==> config.mk <==
export PLATFORM = sky130hd
export DESIGN_NAME = radix_string_converter
export DESIGN_NICKNAME = d
export VERILOG_FILES = /design/src/rtl/rsc_pkg.sv /design/src/rtl/rsc_ctrl.sv /design/src/rtl/rsc_datapath.sv /design/src/rtl/radix_string_converter.sv
export SDC_FILE = /design/constraint.sdc
export NUM_CORES = 1
export LEC_CHECK = 0
export ABC_AREA = 1
export BUFFER_PORTS_ARGS = -buffer_cell sky130_fd_sc_hd__buf_2
export CORE_MARGIN = 2
export CORE_UTILIZATION = 60
export DETAILED_ROUTE_END_ITERATION = 8
export GPL_ROUTABILITY_DRIVEN = 0
export PLACE_DENSITY = 0.89
export SLEW_MARGIN = 20
export SYNTH_ARGS = -nofsm -noshare
export SYNTH_HDL_FRONTEND = slang
export SYNTH_SLANG_ARGS = --single-unit
==> constraint.sdc <==
create_clock -name clk_i -period 7.2 [get_ports clk_i]
set_input_delay 1.08 -clock clk_i [delete_from_list [all_inputs] [get_ports clk_i]]
set_output_delay 1.08 -clock clk_i [all_outputs]
set_load 0.005 [all_outputs]
==> src/rtl/rsc_pkg.sv <==
package rsc_pkg;

  localparam int unsigned VALUE_WIDTH = 32;
  localparam int unsigned MAX_DIGITS  = 32;
  localparam int unsigned DIGIT_ADDR_W = $clog2(MAX_DIGITS);
  localparam int unsigned COUNT_W     = $clog2(MAX_DIGITS + 1);

  localparam int unsigned BITS_PER_CYCLE = 4;
  localparam int unsigned DIV_CYCLES  = (VALUE_WIDTH + BITS_PER_CYCLE - 1) / BITS_PER_CYCLE;
  localparam int unsigned DIV_W       = DIV_CYCLES * BITS_PER_CYCLE;
  localparam int unsigned DIV_CNT_W   = (DIV_CYCLES > 1) ? $clog2(DIV_CYCLES) : 1;

  localparam int unsigned BASE_W      = 6;
  localparam int unsigned CHAR_W      = 8;
  localparam int unsigned DIGIT_W     = 7;
  localparam int unsigned OUT_TDATA_W = 8;
  localparam int unsigned CFG_ADDR_W  = 1;

  localparam logic [CFG_ADDR_W-1:0] REG_SOURCE_BASE = 1'b0;
  localparam logic [CFG_ADDR_W-1:0] REG_TARGET_BASE = 1'b1;

  localparam logic [BASE_W-1:0] SOURCE_BASE_RST = 6'd10;
  localparam logic [BASE_W-1:0] TARGET_BASE_RST = 6'd2;
  localparam logic [BASE_W-1:0] BASE_MIN        = 6'd2;
  localparam logic [BASE_W-1:0] BASE_MAX        = 6'd36;

  localparam logic [CHAR_W-1:0] CHAR_ZERO   = 8'd48;
  localparam logic [CHAR_W-1:0] CHAR_NINE   = 8'd57;
  localparam logic [CHAR_W-1:0] CHAR_SEVEN  = 8'd55;
  localparam logic [BASE_W-1:0] DECIMAL_TEN = 6'd10;

  typedef enum logic [2:0] {
    ST_IDLE,
    ST_DIV,
    ST_STORE,
    ST_READ,
    ST_SHOW
  } rsc_state_e;

  typedef struct packed {
    logic accept;
    logic load;
    logic div_step;
    logic store;
    logic rd_en;
    logic pop;
  } rsc_cmd_t;

  typedef struct packed {
    logic div_done;
    logic quot_zero;
    logic count_full;
    logic last_digit;
    logic out_done;
  } rsc_sts_t;

  function automatic logic [CHAR_W-1:0] char_value(input logic [CHAR_W-1:0] c);
    if (c <= CHAR_NINE) begin
      return c - CHAR_ZERO;
    end
    return c - CHAR_SEVEN;
  endfunction

  function automatic logic [DIGIT_W-1:0] ascii_of(input logic [BASE_W-1:0] d);
    logic [CHAR_W-1:0] c;
    if (d < DECIMAL_TEN) begin
      c = CHAR_ZERO + CHAR_W'(d);
    end else begin
      c = CHAR_SEVEN + CHAR_W'(d);
    end
    return c[DIGIT_W-1:0];
  endfunction

  function automatic logic [BASE_W-1:0] clamp_base(input logic [BASE_W-1:0] b);
    if (b < BASE_MIN) begin
      return BASE_MIN;
    end
    if (b > BASE_MAX) begin
      return BASE_MAX;
    end
    return b;
  endfunction

endpackage

==> src/rtl/rsc_ctrl.sv <==
module rsc_ctrl (
  input  logic              clk_i,
  input  logic              rst_ni,
  input  logic              s_axis_tvalid,
  input  logic              s_axis_tlast,
  output logic              s_axis_tready,
  input  rsc_pkg::rsc_sts_t sts_i,
  output rsc_pkg::rsc_cmd_t cmd_o
);

  rsc_pkg::rsc_state_e state_q, state_d;

  always_ff @(posedge clk_i or negedge rst_ni) begin
    if (!rst_ni) begin
      state_q <= rsc_pkg::ST_IDLE;
    end else begin
      state_q <= state_d;
    end
  end

  always_comb begin
    state_d       = state_q;
    cmd_o         = '0;
    s_axis_tready = 1'b0;
    case (state_q)
      rsc_pkg::ST_IDLE: begin
        s_axis_tready = 1'b1;
        if (s_axis_tvalid) begin
          cmd_o.accept = 1'b1;
          if (s_axis_tlast) begin
            cmd_o.load = 1'b1;
            state_d    = rsc_pkg::ST_DIV;
          end
        end
      end
      rsc_pkg::ST_DIV: begin
        cmd_o.div_step = 1'b1;
        if (sts_i.div_done) begin
          state_d = rsc_pkg::ST_STORE;
        end
      end
      rsc_pkg::ST_STORE: begin
        cmd_o.store = 1'b1;
        if (sts_i.quot_zero || sts_i.count_full) begin
          state_d = rsc_pkg::ST_READ;
        end else begin
          state_d = rsc_pkg::ST_DIV;
        end
      end
      rsc_pkg::ST_READ: begin
        cmd_o.rd_en = 1'b1;
        state_d     = rsc_pkg::ST_SHOW;
      end
      rsc_pkg::ST_SHOW: begin
        if (sts_i.out_done) begin
          cmd_o.pop = 1'b1;
          state_d   = sts_i.last_digit ? rsc_pkg::ST_IDLE : rsc_pkg::ST_READ;
        end
      end
      default: begin
        state_d = rsc_pkg::ST_IDLE;
      end
    endcase
  end

endmodule

==> src/rtl/rsc_datapath.sv <==
module rsc_datapath (
  input  logic                                clk_i,
  input  logic                                rst_ni,
  input  logic                                cfg_we_i,
  input  logic [rsc_pkg::CFG_ADDR_W-1:0]      cfg_addr_i,
  input  logic [rsc_pkg::BASE_W-1:0]          cfg_wdata_i,
  input  logic [rsc_pkg::CHAR_W-1:0]          char_code_i,
  output logic                                out_valid_o,
  input  logic                                out_ready_i,
  output logic [rsc_pkg::DIGIT_W-1:0]         digit_char_o,
  output logic                                is_last_digit_o,
  input  rsc_pkg::rsc_cmd_t                   cmd_i,
  output rsc_pkg::rsc_sts_t                   sts_o
);

  localparam int unsigned VW = rsc_pkg::VALUE_WIDTH;
  localparam int unsigned DW = rsc_pkg::DIV_W;
  localparam int unsigned BW = rsc_pkg::BASE_W;

  logic [BW-1:0]                    src_base_q, tgt_base_q;
  logic [VW-1:0]                    acc_q, acc_d;
  logic [DW-1:0]                    work_q, work_d;
  logic [BW-1:0]                    rem_q, rem_d;
  logic [rsc_pkg::DIV_CNT_W-1:0]    div_cnt_q;
  logic [rsc_pkg::COUNT_W-1:0]      count_q;
  logic                             out_valid_q;
  logic [rsc_pkg::DIGIT_W-1:0]      out_char_q;
  logic                             out_last_q;
  logic [BW-1:0]                    mem_q [rsc_pkg::MAX_DIGITS];
  logic [rsc_pkg::COUNT_W-1:0]      rd_idx;
  logic [BW-1:0]                    div_base;
  logic [VW-1:0]                    acc_next;

  always_ff @(posedge clk_i or negedge rst_ni) begin
    if (!rst_ni) begin
      src_base_q <= rsc_pkg::SOURCE_BASE_RST;
      tgt_base_q <= rsc_pkg::TARGET_BASE_RST;
    end else if (cfg_we_i) begin
      if (cfg_addr_i == rsc_pkg::REG_SOURCE_BASE) begin
        src_base_q <= cfg_wdata_i;
      end else begin
        tgt_base_q <= cfg_wdata_i;
      end
    end
  end

  assign div_base = rsc_pkg::clamp_base(tgt_base_q);

  // Horner step: acc * base + digit, wrapping
  always_comb begin
    acc_next = VW'(acc_q * VW'(src_base_q)) + VW'(rsc_pkg::char_value(char_code_i));
    acc_d    = acc_q;
    if (cmd_i.accept) begin
      if (char_code_i >= rsc_pkg::CHAR_ZERO) begin
        acc_d = acc_next;
      end
    end
  end

  // Restoring division, several quotient bits a cycle
  always_comb begin
    logic [BW:0] r;
    r      = {1'b0, rem_q};
    work_d = work_q;
    for (int i = 0; i < rsc_pkg::BITS_PER_CYCLE; i++) begin
      r      = {r[BW-1:0], work_d[DW-1]};
      work_d = {work_d[DW-2:0], 1'b0};
      if (r >= {1'b0, div_base}) begin
        r         = r - {1'b0, div_base};
        work_d[0] = 1'b1;
      end
    end
    rem_d = r[BW-1:0];
  end

  always_ff @(posedge clk_i or negedge rst_ni) begin
    if (!rst_ni) begin
      acc_q     <= '0;
      div_cnt_q <= '0;
      count_q   <= '0;
      rem_q     <= '0;
    end else begin
      if (cmd_i.load) begin
        acc_q <= '0;
      end else begin
        acc_q <= acc_d;
      end
      if (cmd_i.div_step) begin
        rem_q     <= rem_d;
        div_cnt_q <= div_cnt_q + 1'b1;
        if (sts_o.div_done) begin
          div_cnt_q <= '0;
        end
      end
      if (cmd_i.store) begin
        count_q <= count_q + 1'b1;
        rem_q   <= '0;
      end
      if (cmd_i.pop) begin
        count_q <= count_q - 1'b1;
      end
    end
  end

  always_ff @(posedge clk_i) begin
    if (cmd_i.load) begin
      work_q <= DW'(acc_d);
    end else if (cmd_i.div_step) begin
      work_q <= work_d;
    end
  end

  always_ff @(posedge clk_i) begin
    if (cmd_i.store) begin
      mem_q[count_q[rsc_pkg::DIGIT_ADDR_W-1:0]] <= rem_q;
    end
  end

  assign rd_idx = count_q - 1'b1;

  always_ff @(posedge clk_i) begin
    if (cmd_i.rd_en) begin
      out_char_q <= rsc_pkg::ascii_of(mem_q[rd_idx[rsc_pkg::DIGIT_ADDR_W-1:0]]);
      out_last_q <= sts_o.last_digit;
    end
  end

  always_ff @(posedge clk_i or negedge rst_ni) begin
    if (!rst_ni) begin
      out_valid_q <= 1'b0;
    end else if (cmd_i.rd_en) begin
      out_valid_q <= 1'b1;
    end else if (sts_o.out_done) begin
      out_valid_q <= 1'b0;
    end
  end

  assign out_valid_o     = out_valid_q;
  assign digit_char_o    = out_char_q;
  assign is_last_digit_o = out_last_q;

  assign sts_o.div_done   = (div_cnt_q == rsc_pkg::DIV_CNT_W'(rsc_pkg::DIV_CYCLES - 1));
  assign sts_o.quot_zero  = (work_q == '0);
  assign sts_o.count_full = (count_q == rsc_pkg::COUNT_W'(rsc_pkg::MAX_DIGITS - 1));
  assign sts_o.last_digit = (count_q == rsc_pkg::COUNT_W'(1));
  assign sts_o.out_done   = out_valid_q && out_ready_i;

endmodule

==> src/rtl/radix_string_converter.sv <==
// Radix converter for ASCII digit strings. Characters arrive one per item,
// most significant first, in the base held in register 0 (reset 10); each
// from '0' up is folded into a 32-bit wrapping value, and others leave it
// as it is. The item with tlast starts the conversion into the base of
// register 1 (reset 2, clamped to 2..36): the shared divider works out each
// output digit (4 quotient bits a cycle over 32 bits), and its remainder is
// then stored, at most 32 digits. Digits then leave most significant first,
// each held until m_axis_tready takes it before the next is read, with
// tlast on the final one; a zero value gives a single '0'. Input is held
// off from the last character until the final digit is taken. Write the
// base registers only while the block is idle.
module radix_string_converter (
  input  logic        clk_i,
  input  logic        rst_ni,
  input  logic        cfg_we_i,
  input  logic [0:0]  cfg_addr_i,
  input  logic [5:0]  cfg_wdata_i,
  input  logic        s_axis_tvalid,
  output logic        s_axis_tready,
  input  logic [7:0]  s_axis_tdata,   // [7:0] char_code
  input  logic        s_axis_tlast,   // is_last_char
  output logic        m_axis_tvalid,
  input  logic        m_axis_tready,
  output logic [7:0]  m_axis_tdata,   // [6:0] digit_char, [7] zero
  output logic        m_axis_tlast    // is_last_digit
);

  rsc_pkg::rsc_cmd_t cmd;
  rsc_pkg::rsc_sts_t sts;
  logic [rsc_pkg::DIGIT_W-1:0] digit_char;

  rsc_ctrl u_ctrl (
    .clk_i         (clk_i),
    .rst_ni        (rst_ni),
    .s_axis_tvalid (s_axis_tvalid),
    .s_axis_tlast  (s_axis_tlast),
    .s_axis_tready (s_axis_tready),
    .sts_i         (sts),
    .cmd_o         (cmd)
  );

  rsc_datapath u_datapath (
    .clk_i           (clk_i),
    .rst_ni          (rst_ni),
    .cfg_we_i        (cfg_we_i),
    .cfg_addr_i      (cfg_addr_i),
    .cfg_wdata_i     (cfg_wdata_i),
    .char_code_i     (s_axis_tdata),
    .out_valid_o     (m_axis_tvalid),
    .out_ready_i     (m_axis_tready),
    .digit_char_o    (digit_char),
    .is_last_digit_o (m_axis_tlast),
    .cmd_i           (cmd),
    .sts_o           (sts)
  );

  assign m_axis_tdata = {1'b0, digit_char};

endmodule

==> summary.txt, run 1 <==
Status
  – Status: finished, final reports clean

Setup path
  – Worst setup EP type: flip-flop
  – Setup CP Type: reg2reg
  – RR Startpoint: u_datapath.tgt_base_q[0]$_DFFE_PN0P_
  – Top fanout value on the critical path: 10
  – Worst R2R Setup Slack: 0.26 ns
  – Critical path's largest stage delay: 0.41 ns
  – R2r endpoint: u_datapath.work_q[0]$_DFFE_PP_
  – Data required, critical path: 7.49 ns
  – Crit path launch type: flip-flop
  – Data arrival time of the critical path: 7.23 ns
  – Cell repeated most along the worst path: nand2_1
  – Slowest cell on crit path: ha_2
  – Worst reg2reg path depth: 40

Global route
  – Pin count of the biggest net entering global routing: 102
  – Vias in the first global route: 16,100
  – M2 GR Usage: 50.7%
  – First-pass GRT wire length: 79,400 um
  – Met3 Usage GRT: 3.72%
  – GR peak layer: met2
  – Tot GR Track Use: 29.1%
  – Initial antenna violation count: 0
  – GR Layer Usage met1: 35.7%
  – Total gr overflow: 0

Yosys
  – Sequential share of the synthesized area: 42.9%
  – Ys Warns: 0
  – Leading area contributor after synthesis: edfxtp_1
  – Synth top area share: 35.0%
  – Syn Area/Cell: 9.15 um2
  – Synthesized net count: 2,415
  – Post-synth EDFFs: 232
  – Synth Register Bits: 295
  – Cell Area, Synth: 19,900 um2
  – Most frequently used flop master after synthesis: edfxtp_1
  – Synth unique cells: 64
  – Syn Inst Count: 2,175
  – Async SR Flop Fraction: 21.4%
  – Area contributors post-synth: edfxtp_1, fa_1, nand2_1

Finish
  – Most frequent cells in the layout: nand2_1, nor2_1, inv_1
  – Area of the multi-input gates: 10,100 um2
  – ANT cells: 0
  – Layout area overhead: 7.96%
  – Share of cells above drive strength 1: 8.14%
  – Final nets: 2,428
  – # fillers: 2,344
  – Register Area: 8550 um2
  – Most common cell after layout, fill and taps aside: nand2_1

Timing
  – Pins Over Slew Limit: 0
  – Setup-failing EPs final: 0
  – Max Clk Rate: 144 MHz
  – Final hold vios: 0
  – Clock Skews: 0.0146 ns
  – Worst-margin pin slew: 1.03 ns
  – Worst hold slack: 0.490 ns
  – Final period utilization: 96.4%
  – Slew HR: 31.4%
  – Post-route minimum period: 6.94 ns

Floorplanning
  – Row Count: 66
  – Initial core utilization: 61.0%
  – Total core area: 32,600 um2
  – Die Span X: 186 um
  – Die Ht: 186 um
  – IO Count: 32
  – Die Area: 34,700 um2

Min path
  – Worst hold path class: reg2reg
  – Hold Startpoint: u_datapath.div_cnt_q[1]$_DFFE_PN0P_
  – Hold Crit Depth: 2
  – Hold EP: u_datapath.div_cnt_q[1]$_DFFE_PN0P_

Routing
  – Final WL: 48,900 um
  – WL/cell: 18.5 um
  – 1st-pass router iterations: 8
  – DRC viols: 0
  – Initial DRC Count: 1,761
  – DRT antenna net count: 0
  – Via Count: 15,800
  – Vias per Instance: 5.97

Run
  – Max-cap violations: 0

Clock network
  – CTS tree: built
  – H-tree levels: 1
  – Hold_buf cts: 0
  – Worst-path clk slew: 0.07 ns
  – CTS buffer count: 29
  – Worst-Skew Late Latency: 0.55 ns
  – Clock root cell: clkbuf_16
  – Clock Path Buffers: 3
  – Clk sinks: 295

Place
  – PortBufs: 30
  – Detailed placer's ending HPWL: 33,500 um
sequential cells by signal (all words and copies together), names as in the netlist, 3 cells and up:
signal,count
u_datapath.mem_q,192
u_datapath.acc_q,32
u_datapath.work_q,32
u_datapath.digit_char_o,7
u_datapath.count_q,6
u_datapath.rem_q,6
u_datapath.src_base_q,6
u_datapath.tgt_base_q,6
u_ctrl.state_q,3
u_datapath.div_cnt_q,3
layer usage:
metal	vias up	routed length, um
li1	7171	-
met1	7531	18000
met2	896	24200
met3	239	4150
met4	0	2670
met5	-	0
cell type report:
class / instances / area share, %
inverter: 248 / 4.38
clock inverter: 14 / 0.693
clock buffer: 39 / 3.69
tap: 442 / 2.57
timing repair buffer: 61 / 1.78
multi-input combinational: 1553 / 47.1
sequential: 295 / 39.8
timing repair:
item,4_1_cts,5_1_grt
resized for setup,2,23
pin swaps,1,4
buffers inserted,0,9
setup endpoints to repair,7,7
cell usage after synthesis, types with 3 or more instances:
cell and n:
xnor2_1 26, ha_1 101, edfxtp_1 232, nor3_1 12, nand3b_1 6, a31oi_1 5, buf_2 22, buf_1 5
nand3_1 87, o21ai_0 197, dfrtp_1 60, clkbuf_1 41, or2_2 11, fa_1 118, nor4_1 9, o21ai_1 7
nand3_4 4, buf_4 4, nor2_1 268, o21a_1 3, nand2_2 8, a21oi_1 55, xor2_1 34, o221ai_1 5
inv_1 241, nand4_1 18, buf_6 5, nand3_2 5, o21bai_1 6, o22ai_1 5, a21o_1 3, nand2_1 494
inv_2 3, a21boi_0 3, dfstp_2 3, o211ai_1 35
critical path, delay by kind of cell, from the launching register on:
family,cells,cell delay [ns]
simple gates,20,2.40
fa+ha+maj,4,1.44
compound gates,11,1.93
flops,1,0.40
buf+inv,5,0.47
worst max path at each step:
stage                                         startpoint                             end  slack, ns  cells past startpoint
finish              u_datapath.tgt_base_q[0]$_DFFE_PN0P_  u_datapath.work_q[0]$_DFFE_PP_       0.26                     40
global route        u_datapath.tgt_base_q[0]$_DFFE_PN0P_  u_datapath.work_q[0]$_DFFE_PP_      -0.06                     46
CTS                 u_datapath.tgt_base_q[0]$_DFFE_PN0P_  u_datapath.work_q[0]$_DFFE_PP_      0.003                     43
detailed placement  u_datapath.tgt_base_q[0]$_DFFE_PN0P_  u_datapath.work_q[0]$_DFFE_PP_      -0.22                     41
global placement    u_datapath.tgt_base_q[0]$_DFFE_PN0P_  u_datapath.work_q[0]$_DFFE_PP_       0.40                     44
floorplan           u_datapath.tgt_base_q[1]$_DFFE_PN1P_  u_datapath.work_q[0]$_DFFE_PP_       0.67                     42
through the flow:
stage               worst slack, ns  util (%)  instances  setup TNS [ns]  cell area, um2
global route                -0.0640      65.9       2652          -0.199           21500
CTS                         0.00330      65.5       2643               0           21300
floorplan                     0.673         -       2175               0           19900
global placement              0.403      62.5       2590               0           20400
detailed placement           -0.222      62.5       2590           -1.06           20400
finish                        0.262      65.9       2652               0           21500
cell families after synthesis:
| group | share of synthesized area [%] |
|---|---|
| mux | 0.101 |
| compound gates | 9.50 |
| fa+ha+maj | 18.2 |
| flops | 42.9 |
| xor+xnor | 2.92 |
| other cells | 0.0188 |
| simple gates | 19.6 |
| buf+inv | 6.68 |
Power of run 1 is not shown: default switching activity piles up to over one toggle a cycle in this logic, so the estimate is an artifact.
==> inputs of run 2 (changes only) <==
==> constraint.sdc (replaced) <==
create_clock -name clk_i -period 7.2 [get_ports clk_i]
set_input_delay 0.36 -clock clk_i [delete_from_list [all_inputs] [get_ports clk_i]]
set_output_delay 0.36 -clock clk_i [all_outputs]
set_load 0.005 [all_outputs]
==> run 2 against run 1 <==
Effect of this change:
- the flow now finishes with violations (hold timing)
- count of clock-buffer cells in the layout did not move
- sequential share of layout area about the same
- first-iteration DRC count about the same
- die area did not move
- via count rose by 0.30%
- worst hold slack worse by 0.51 ns
- non-clock buffer count grew 1
==> summary.txt, run 2 (synthesized netlist as in run 1, its figures left out) <==
Status
  – Status: finished with violations
  – Failing checks: hold timing

Finish
  – Most common cell after layout, fill and taps aside: nand2_1
  – Most frequent cells in the layout: nand2_1, nor2_1, inv_1
  – Max reg flops: 192
  – Share of cells above drive strength 1: 8.14%
  – # fillers: 2,345
  – Final Non-Filler Cells: 2,653
  – ANT cells: 0
  – Layout area overhead: 8.01%
  – Post-route design area: 21,500 um2
  – Final nets: 2,429

Clock network
  – Clock Path Buffers: 3
  – Worst-path clk slew: 0.07 ns
  – Clock root cell: clkbuf_16
  – CTS tree: built
  – Worst-Skew Late Latency: 0.55 ns
  – H-tree levels: 1
  – Clk sinks: 295
  – CTS buffer count: 29

Routing
  – Final WL: 49,000 um
  – Via Count: 15,900
  – DRT antenna net count: 0
  – 1st-pass router iterations: 6
  – Vias per Instance: 5.99
  – DRC viols: 0
  – Initial DRC Count: 1,760
  – WL/cell: 18.5 um

Setup path
  – Worst setup EP type: flip-flop
  – Data arrival time of the critical path: 7.20 ns
  – Setup CP Type: reg2reg
  – Data required, critical path: 7.49 ns
  – Kind of cell adding the most delay to the critical path: simple AND/OR/NAND/NOR gates
  – CP Buf/Inv Count: 5
  – Critical path's largest stage delay: 0.41 ns
  – Cell repeated most along the worst path: nand2_1
  – Slowest cell on crit path: ha_2
  – Top fanout value on the critical path: 10
  – Crit path launch type: flip-flop

Timing
  – Worst-margin pin slew: 1.04 ns
  – Final hold vios: 16
  – Pins Over Slew Limit: 0
  – Setup TNS Final: 0 ns
  – Post-route minimum period: 6.92 ns
  – Max Clk Rate: 145 MHz
  – Slew HR: 30.8%
  – Worst hold slack: -0.0209 ns
  – Clock Skews: 0.0136 ns
  – Final period utilization: 96.0%
  – Setup-failing EPs final: 0

Floorplanning
  – Die Ht: 186 um
  – Total core area: 32,600 um2
  – Row Count: 66
  – Die Span X: 186 um
  – Initial core utilization: 61.0%
  – IO Count: 32
  – Die Area: 34,700 um2

Global route
  – Total gr overflow: 0
  – First-pass GRT wire length: 79,500 um
  – Initial antenna violation count: 0
  – Vias in the first global route: 16,200
  – Pin count of the biggest net entering global routing: 102
  – Tot GR Track Use: 29.1%

Place
  – Placed cell areas: 20,400 um2
  – Post-Place Cells: 2,590
  – Detailed placer's ending HPWL: 33,500 um
  – PortBufs: 30

Run
  – Max-cap violations: 0

Min path
  – Worst hold path class: in2async
## run 2: cell count changes in the layout (fill, tap and decap cells not counted), sizes merged
| cell | before | now |
|---|---|---|
| dlygate4sd3 | 0 | 1 |
## run 2: worst register-to-register path: cells and delay by family, from the launching register on
kind | cells | cell delay [ns]
fa+ha+maj | 4 | 1.44
simple gates | 20 | 2.41
flops | 1 | 0.40
buf+inv | 5 | 0.47
compound gates | 11 | 1.93
## run 2: worst paths after layout
kind                                                      start                                    to  slack, ns  cells after the start
min in group clk_i                               cfg_wdata_i[3]  u_datapath.src_base_q[3]$_DFFE_PN1P_       0.07                      3
hold reg to reg             u_datapath.div_cnt_q[1]$_DFFE_PN0P_   u_datapath.div_cnt_q[1]$_DFFE_PN0P_       0.49                      2
max in group asynchronous                                rst_ni     u_datapath.count_q[0]$_DFFE_PN0P_       6.61                      2
setup reg to reg           u_datapath.tgt_base_q[0]$_DFFE_PN0P_        u_datapath.work_q[0]$_DFFE_PP_       0.28                     40
hold / removal                                           rst_ni  u_datapath.src_base_q[5]$_DFFE_PN0P_      -0.02                      2
setup / recovery           u_datapath.tgt_base_q[0]$_DFFE_PN0P_        u_datapath.work_q[0]$_DFFE_PP_       0.28                     40
## run 2: through the flow
stage | utilization (%) | worst slack (ns)
floorplan | - | 0.673
global placement | 62.5 | 0.403
detailed placement | 62.5 | -0.222
CTS | 65.5 | 0.00330
global route | 65.9 | -0.0640
finish | 65.9 | 0.285
## run 2: final cells by class
cell class	count	area [um2]	area share [%]
Inverter	248	941	4.38
Sequential cell	295	8550	39.8
Multi-Input combinational cell	1553	10100	47.1
Tap cell	442	553	2.57
Clock buffer	39	793	3.69
Timing Repair Buffer	62	393	1.83
Clock inverter	14	149	0.692
## run 2: timing repair
item / CTS / global route
setup endpoints to repair: 7 / 7
hold buffers: 1 / 0
gates resized for setup: 2 / 23
pin swaps: 1 / 4
hold endpoints to repair: 1 / 0
setup buffers: 0 / 9
cloned: 0 / 0
## run 2: per-layer routing
layer / GRT usage [%] / wire length (um) / vias to the layer above / part of all wire [%]
li1: - / - / 7180 / -
met3: 3.72 / 4100 / 262 / 8.4
met1: 35.7 / 18000 / 7566 / 37
met4: 15.0 / 2770 / 0 / 5.6
met2: 50.7 / 24200 / 876 / 49
met5: 0 / 0 / - / 0
Power of run 2 is left out for the same reason.
